`src/hw/rtl/csl_pkg.sv`:
```
package csl_pkg;

  // List geometry
  localparam int NUM_SLOTS = 16;
  localparam int SLOT_W    = 4;   // bits of a slot index
  localparam int CNT_W     = 5;   // bits of the fill count (0 .. NUM_SLOTS)
  localparam int KEY_W     = 32;
  localparam int HANDLE_W  = 16;

  // Result status codes
  typedef enum logic [1:0] {
    ST_OK       = 2'd0,
    ST_REJECT   = 2'd1,
    ST_NOTFOUND = 2'd2
  } status_e;

  // Register indexes on the configuration port
  localparam logic REG_ENABLE   = 1'b0;
  localparam logic REG_CAPACITY = 1'b1;

  // Operation broadcast to every cell
  typedef struct packed {
    logic                put;       // successful put this cycle
    logic                withdraw;  // withdraw search this cycle
    logic [KEY_W-1:0]    key;
    logic [HANDLE_W-1:0] handle;
    logic [CNT_W-1:0]    count;     // fill level before the operation
  } cell_ctrl_t;

endpackage

```
`src/hw/rtl/compacting_slot_list_unit.sv`:
```
// Channel | Handshake                   | Payload
// --------+-----------------------------+----------------------------------------------
// in      | start & !busy               | mode_i entry_key_i entry_handle_i
//         |                             | entry_present_i entry_blank_i
// out     | done_o (one-cycle strobe)   | status_o slot_index_o found_handle_o fill_level_o
// cfg     | psel & penable & pwrite     | paddr pwdata (prdata on reads), pready high
//
// One word per cycle: the result of an accepted word is registered and shows in the
// cycle after it, on done_o for one cycle. The search, first-hit pick and shift run
// combinationally through the row of slot cells, so busy stays low. Reset clears the
// fill level, the configuration registers and the result strobe; slot contents and
// result fields are not cleared. The receiver cannot stall the result.
module compacting_slot_list_unit (
  input  logic                          clk_i,
  input  logic                          rst_ni,
  // operation
  input  logic                          start,
  output logic                          busy,
  input  logic                          mode_i,
  input  logic [csl_pkg::KEY_W-1:0]     entry_key_i,
  input  logic [csl_pkg::HANDLE_W-1:0]  entry_handle_i,
  input  logic                          entry_present_i,
  input  logic                          entry_blank_i,
  // result
  output logic                          done_o,
  output logic [1:0]                    status_o,
  output logic [csl_pkg::SLOT_W-1:0]    slot_index_o,
  output logic [csl_pkg::HANDLE_W-1:0]  found_handle_o,
  output logic [csl_pkg::CNT_W-1:0]     fill_level_o,
  // configuration
  input  logic                          psel,
  input  logic                          penable,
  input  logic                          pwrite,
  input  logic [2:0]                    paddr,
  input  logic [31:0]                   pwdata,
  output logic [31:0]                   prdata,
  output logic                          pready
);
  import csl_pkg::*;

  logic                enable_q;
  logic [CNT_W-1:0]    capacity_q;
  logic [CNT_W-1:0]    count_q, count_d;
  logic [CNT_W-1:0]    cap_sat;
  logic                accept;
  logic                usable;
  logic                put_ok;
  logic                wd_en;
  logic                found;
  cell_ctrl_t          ctrl;

  logic                done_q;
  status_e             status_q, status_d;
  logic [SLOT_W-1:0]   slot_q, slot_d;
  logic [HANDLE_W-1:0] handle_q, handle_d;

  logic [NUM_SLOTS:0]                 hit_chain;
  logic [NUM_SLOTS:0][HANDLE_W-1:0]   found_chain;
  logic [NUM_SLOTS-1:0][KEY_W-1:0]    cell_key;
  logic [NUM_SLOTS-1:0][HANDLE_W-1:0] cell_handle;

  assign busy   = 1'b0;
  assign pready = 1'b1;

  // Configuration registers
  always_ff @(posedge clk_i or negedge rst_ni) begin
    if (!rst_ni) begin
      enable_q   <= 1'b0;
      capacity_q <= '0;
    end else if (psel && penable && pwrite) begin
      unique case (paddr[2])
        REG_ENABLE:   enable_q   <= pwdata[0];
        REG_CAPACITY: capacity_q <= pwdata[CNT_W-1:0];
        default: ;
      endcase
    end
  end

  always_comb begin
    prdata = '0;
    unique case (paddr[2])
      REG_ENABLE:   prdata[0]         = enable_q;
      REG_CAPACITY: prdata[CNT_W-1:0] = capacity_q;
      default: ;
    endcase
  end

  // Operation decode
  assign cap_sat = (capacity_q > CNT_W'(NUM_SLOTS)) ? CNT_W'(NUM_SLOTS) : capacity_q;
  assign accept  = start && !busy;
  assign usable  = enable_q && (cap_sat != '0);
  assign put_ok  = accept && usable && !mode_i && (count_q < cap_sat)
                   && entry_present_i && !entry_blank_i;
  assign wd_en   = accept && usable && mode_i;

  assign ctrl.put      = put_ok;
  assign ctrl.withdraw = wd_en;
  assign ctrl.key      = entry_key_i;
  assign ctrl.handle   = entry_handle_i;
  assign ctrl.count    = count_q;

  // Row of slot cells; the top cell feeds itself as its upper neighbour
  assign hit_chain[0]   = 1'b0;
  assign found_chain[0] = '0;

  for (genvar i = 0; i < NUM_SLOTS; i++) begin : g_cell
    logic [KEY_W-1:0]    nkey;
    logic [HANDLE_W-1:0] nhandle;
    if (i == NUM_SLOTS - 1) begin : g_top
      assign nkey    = cell_key[i];
      assign nhandle = cell_handle[i];
    end else begin : g_mid
      assign nkey    = cell_key[i+1];
      assign nhandle = cell_handle[i+1];
    end
    csl_cell u_cell (
      .clk_i        (clk_i),
      .cell_idx_i   (SLOT_W'(i)),
      .ctrl_i       (ctrl),
      .next_key_i   (nkey),
      .next_handle_i(nhandle),
      .hit_i        (hit_chain[i]),
      .found_i      (found_chain[i]),
      .hit_o        (hit_chain[i+1]),
      .found_o      (found_chain[i+1]),
      .key_o        (cell_key[i]),
      .handle_o     (cell_handle[i])
    );
  end

  assign found = hit_chain[NUM_SLOTS];

  // Fill level and result word
  always_comb begin
    count_d  = count_q;
    status_d = ST_REJECT;
    slot_d   = '0;
    handle_d = '0;
    if (put_ok) begin
      count_d  = count_q + CNT_W'(1);
      status_d = ST_OK;
      slot_d   = count_q[SLOT_W-1:0];
    end else if (wd_en && found) begin
      count_d  = count_q - CNT_W'(1);
      status_d = ST_OK;
      handle_d = found_chain[NUM_SLOTS];
    end else if (wd_en) begin
      status_d = ST_NOTFOUND;
    end
  end

  always_ff @(posedge clk_i or negedge rst_ni) begin
    if (!rst_ni) begin
      count_q <= '0;
      done_q  <= 1'b0;
    end else begin
      count_q <= count_d;
      done_q  <= accept;
    end
  end

  always_ff @(posedge clk_i) begin
    if (accept) begin
      status_q <= status_d;
      slot_q   <= slot_d;
      handle_q <= handle_d;
    end
  end

  assign done_o         = done_q;
  assign status_o       = status_q;
  assign slot_index_o   = slot_q;
  assign found_handle_o = handle_q;
  assign fill_level_o   = count_q;

  // Checks
  a_fill_bound: assert property (@(posedge clk_i) disable iff (!rst_ni)
    count_q <= CNT_W'(NUM_SLOTS))
    else $error("fill level above slot count");

  a_fill_only_on_op: assert property (@(posedge clk_i) disable iff (!rst_ni)
    !accept |=> $stable(count_q))
    else $error("fill level moved without an operation");

  a_put_slot: assert property (@(posedge clk_i) disable iff (!rst_ni)
    put_ok |=> (done_o && status_o == ST_OK && slot_index_o == $past(count_q[SLOT_W-1:0])
                && fill_level_o == $past(count_q) + CNT_W'(1)))
    else $error("put result does not match fill level");

  a_reject_no_change: assert property (@(posedge clk_i) disable iff (!rst_ni)
    (accept && !usable) |=> (status_o == ST_REJECT && $stable(count_q)))
    else $error("operation on unusable list was not rejected");

endmodule

```
`src/hw/rtl/csl_cell.sv`:
```
module csl_cell (
  input  logic                        clk_i,
  input  logic [csl_pkg::SLOT_W-1:0]  cell_idx_i,
  input  csl_pkg::cell_ctrl_t         ctrl_i,
  // data of the next cell up the chain
  input  logic [csl_pkg::KEY_W-1:0]    next_key_i,
  input  logic [csl_pkg::HANDLE_W-1:0] next_handle_i,
  // hit and found handle from the cells below
  input  logic                        hit_i,
  input  logic [csl_pkg::HANDLE_W-1:0] found_i,
  output logic                        hit_o,
  output logic [csl_pkg::HANDLE_W-1:0] found_o,
  output logic [csl_pkg::KEY_W-1:0]    key_o,
  output logic [csl_pkg::HANDLE_W-1:0] handle_o
);
  import csl_pkg::*;

  logic [KEY_W-1:0]    key_q, key_d;
  logic [HANDLE_W-1:0] handle_q, handle_d;
  logic                occupied;
  logic                match;
  logic                first;

  // Compare against the searched key; only occupied slots take part
  assign occupied = {1'b0, cell_idx_i} < ctrl_i.count;
  assign match    = ctrl_i.withdraw && occupied && (key_q == ctrl_i.key);
  assign first    = match && !hit_i;
  assign hit_o    = hit_i | match;
  assign found_o  = found_i | (first ? handle_q : '0);

  // Put writes the slot at the fill level; a withdraw shifts down from the hit
  always_comb begin
    key_d    = key_q;
    handle_d = handle_q;
    if (ctrl_i.put && ({1'b0, cell_idx_i} == ctrl_i.count)) begin
      key_d    = ctrl_i.key;
      handle_d = ctrl_i.handle;
    end else if (ctrl_i.withdraw && hit_o) begin
      key_d    = next_key_i;
      handle_d = next_handle_i;
    end
  end

  always_ff @(posedge clk_i) begin
    key_q    <= key_d;
    handle_q <= handle_d;
  end

  assign key_o    = key_q;
  assign handle_o = handle_q;

endmodule
```
`config.mk`:
```
export PLATFORM = sky130hd
export DESIGN_NAME = compacting_slot_list_unit
export DESIGN_NICKNAME = d
export VERILOG_FILES = /design/src/hw/rtl/csl_pkg.sv /design/src/hw/rtl/compacting_slot_list_unit.sv /design/src/hw/rtl/csl_cell.sv
export SDC_FILE = /design/constraint.sdc
export NUM_CORES = 2
export LEC_CHECK = 0
export BUFFER_PORTS_ARGS = -buffer_cell sky130_fd_sc_hd__buf_2
export CORE_AREA = 4 4 328 330
export CTS_CLUSTER_DIAMETER = 200
export DETAILED_ROUTE_END_ITERATION = 8
export DIE_AREA = 0 0 332 334
export PLACE_DENSITY = 0.62
export RECOVER_POWER = 100
export SLEW_MARGIN = 10
export SYNTH_ARGS = -nofsm -noshare
export SYNTH_HDL_FRONTEND = slang
export SYNTH_HIERARCHICAL = 1
export SYNTH_SLANG_ARGS = --single-unit
export TNS_END_PERCENT = 20
```
`constraint.sdc`:
```
create_clock -name clk_i -period 15 [get_ports clk_i]
set_clock_uncertainty 0.15 [all_clocks]
set_input_delay 2.25 -clock clk_i [delete_from_list [all_inputs] [get_ports clk_i]]
set_output_delay 2.25 -clock clk_i [all_outputs]
set_load 0.1 [all_outputs]
```
==> flow_summary.ini <==
[critical_path]
cp-start-kind = input port
r2r_start = fill_level_o[1]
crit_required_ns = 15.16
r2r_slack_ns = 4.09
r2r_end = g_cell[12].u_cell/key_o[21]
crit_type = input port to flip-flop
critPathCaptureType = flip-flop
worstPathMaxFanout = 32
worst_ep_arrival_time_ns = 13.26
ff2ff_path_depth = 24

[synthesis]
synth_top_area_frac = 0.506
synth.area.top_cells = edfxtp_1 (51%), mux2_2 (19%), xnor2_1 (8.6%)
yosysWarnings = 6
synth.distinct_cells = 46
ys_seq_area_frac = 0.513
syn_inst = 3379
synth_top_area_cell = edfxtp_1
synth_area_um2 = 46900
avgSynthCellArea_um2 = 13.9
ys_ff_latch = 802

[min_path]
hold_path.class = flip-flop to flip-flop
holdPathStages = 1
min_from = enable_q
hold_end = enable_q

[sta]
finalHoldViolCount = 0
rsz0062_at_grt = false
relSlewSlack = -1.32
hold_slack_ns = 0.411
slew_violations = 1316
finalSetupTns_ns = 0
tightestPinTransition_ns = 3.44
fin_crit_sh = 0.874
clock.fmax_mhz = 76.3
setup_viol = 0
period_needed_ns = 13.10

[placed_design]
place_area_um2 = 49600
gp_congestion = 0.771
port_buffers = 95
dp_hpwl_um = 79700

[grt]
first_global_vias = 28500
grt_overflow = 0
grt_use_total = 0.199
antenna_found_initial = 8
grt_max_degree = 49
grt_pass1_wl_um = 172000

[drt]
drc = 0
drt_iter0_drc = 1665
drtAntennaViolNets = 0
wire_per_inst_um = 22.1
first_pass_iters = 5
num_vias = 27500
via_per_inst = 5.42
wirelength_um = 112000

[die]
die_h_um = 334
ioPinCount = 154
coreArea_um2 = 105000
initial_utilization = 0.447
rows = 119
die_area_um2 = 111000
fp.dieW_um = 332

[pwr]
power_density_nw_per_um2 = 108
power.leakage_uw = 0.0163
switching_share = 0.274
clockPowerShare = 0.376
ir_worst_vdd_mv = 0.141
finalPower_uw = 5620
net-switching-power_uw = 1540
internal-power_uw = 4080
seq_power_share = 0.465
p_comb_frac = 0.159

[clock_tree]
cts.path.max_buffers = 3
clkSlewWorstSetupHoldPaths_ns = 0.06
clk_latency_ns = 0.67
htree_levels = 3
cts_resized = 0
postCtsSetupBuffers = 0
cts_tree = built
clock_sinks = 802
numCtsBuffers = 91
clock-root-buffer = clkbuf_16
hold_buffers = 0

[flow_run]
cap_violations = 38

[finish]
utilization = 0.496
fin_nets = 3787
finish.instance_area_um2 = 52000
most-common-layout-cells = edfxtp_1 (790), mux2_2 (771), xnor2_1 (462)
synthToLayoutAreaGrowth_pct = 11.0
layout_commonest_cell = edfxtp_1
layout-drive-gt1-share = 0.330

[status]
violations = capacitance limit, slew limit
status = finished, violations left
-- stage by stage --
stage | setup slack [ns] | instances
after global routing | 0.951 | 5080
after detailed placement | 1.94 | 4921
final | 1.90 | 5082
after floorplan | 0.889 | 3495
after CTS | 2.72 | 5080
after global placement | 2.12 | 4921
-- worst max-delay path by stage --
stage	from	endpoint	depth (start not counted)
3_5_place_dp	start	fill_level_o[4]	31
3_3_place_gp	start	fill_level_o[4]	31
2_1_floorplan	start	g_cell[15].u_cell/handle_o[0]	39
4_1_cts	start	fill_level_o[4]	31
6_report	start	g_cell[12].u_cell/key_o[21]	23
5_1_grt	start	fill_level_o[4]	28
-- power groups by stage --
stage                     combinational, uW  clock (uW)  sequential, uW
final                                   891        2110            2610
after global routing                    977        2260            2620
after CTS                               908        2170            2610
after detailed placement                902           0            2650
after global placement                  885           0            2650
after floorplan                         527           0            2740
-- critical path: stages --
cell	delay [ns]
clkbuf_1	0.90
and2_0	0.27
nand2_1	0.11
nor2_4	0.39
o21ai_1	0.12
a2111oi_0	0.53
o2111ai_2	0.20
clkbuf_1	0.51
o21bai_1	1.08
o21bai_1	0.57
o21bai_1	0.57
o21bai_1	0.58
o21bai_1	0.56
o21bai_1	0.55
o21bai_1	0.55
o21bai_1	0.56
o21bai_1	0.22
buf_4	0.21
o21bai_1	0.16
buf_4	0.23
a21oi_1	0.09
o21ai_0	1.23
buf_4	0.71
-- metal layers --
layer	GRT usage	vias up	routed length [um]
met2	0.336	549	53900
met4	0.0506	6	2500
li1	-	13100	-
met1	0.268	13800	50100
met3	0.0355	149	5840
met5	0	-	43
-- logic make-up (layout without fill, tap and decap cells) --
kind of cell,Yosys count,count (layout),share of synthesized area
flip-flops,802,802,0.513
multiplexers,778,778,0.187
AO/OA/AOI/OAI,394,394,0.0759
other,2,120,0.000160
XOR/XNOR,501,501,0.0936
AND/OR/NAND/NOR,557,557,0.0819
buffers and inverters,273,467,0.0294
adder cells (fa/ha/maj),72,72,0.0194
-- registers in the layout, summed over array words and instances (netlist names) --
| name | cells |
|---|---|
| status_o | 2 |
| done_o | 1 |
| g_cell.u_cell/key_o | 512 |
| capacity_q | 5 |
| fill_level_o | 5 |
| g_cell.u_cell/handle_o | 256 |
| found_handle_o | 16 |
| slot_index_o | 4 |
| enable_q | 1 |
-- cells in the mapped netlist, drive strengths merged --
| master | number |
|---|---|
| a2111o | 1 |
| a2111oi | 14 |
| a21o | 19 |
| a21oi | 35 |
| a311oi | 1 |
| and2 | 24 |
| and3 | 1 |
| and4 | 1 |
| buf | 141 |
| clkbuf | 17 |
| conb | 2 |
| dfrtp | 12 |
| edfxtp | 790 |
| fa | 1 |
| ha | 71 |
| inv | 115 |
| mux2 | 778 |
| nand2 | 37 |
| nand2b | 16 |
| nand3 | 17 |
| nand3b | 256 |
| nand4 | 113 |
| nor2 | 38 |
| nor2b | 15 |
| nor3 | 18 |
| nor4 | 18 |
| nor4b | 1 |
| o2111ai | 17 |
| o21ai | 33 |
| o21bai | 272 |
| o311a | 1 |
| o31ai | 1 |
| or3 | 1 |
| or4 | 1 |
| xnor2 | 462 |
| xor2 | 39 |
-- layout make-up --
class | count | area (um^2)
fill | 9144 | 52800
sequential | 802 | 24000
multi-input combinational | 2420 | 22000
clock buffer | 115 | 2440
tap | 1391 | 1740
timing repair buffer | 193 | 1080
inverter | 115 | 432
clock inverter | 44 | 327
antenna | 2 | 5.00
No activity file was read; power rests on OpenSTA's default activity.
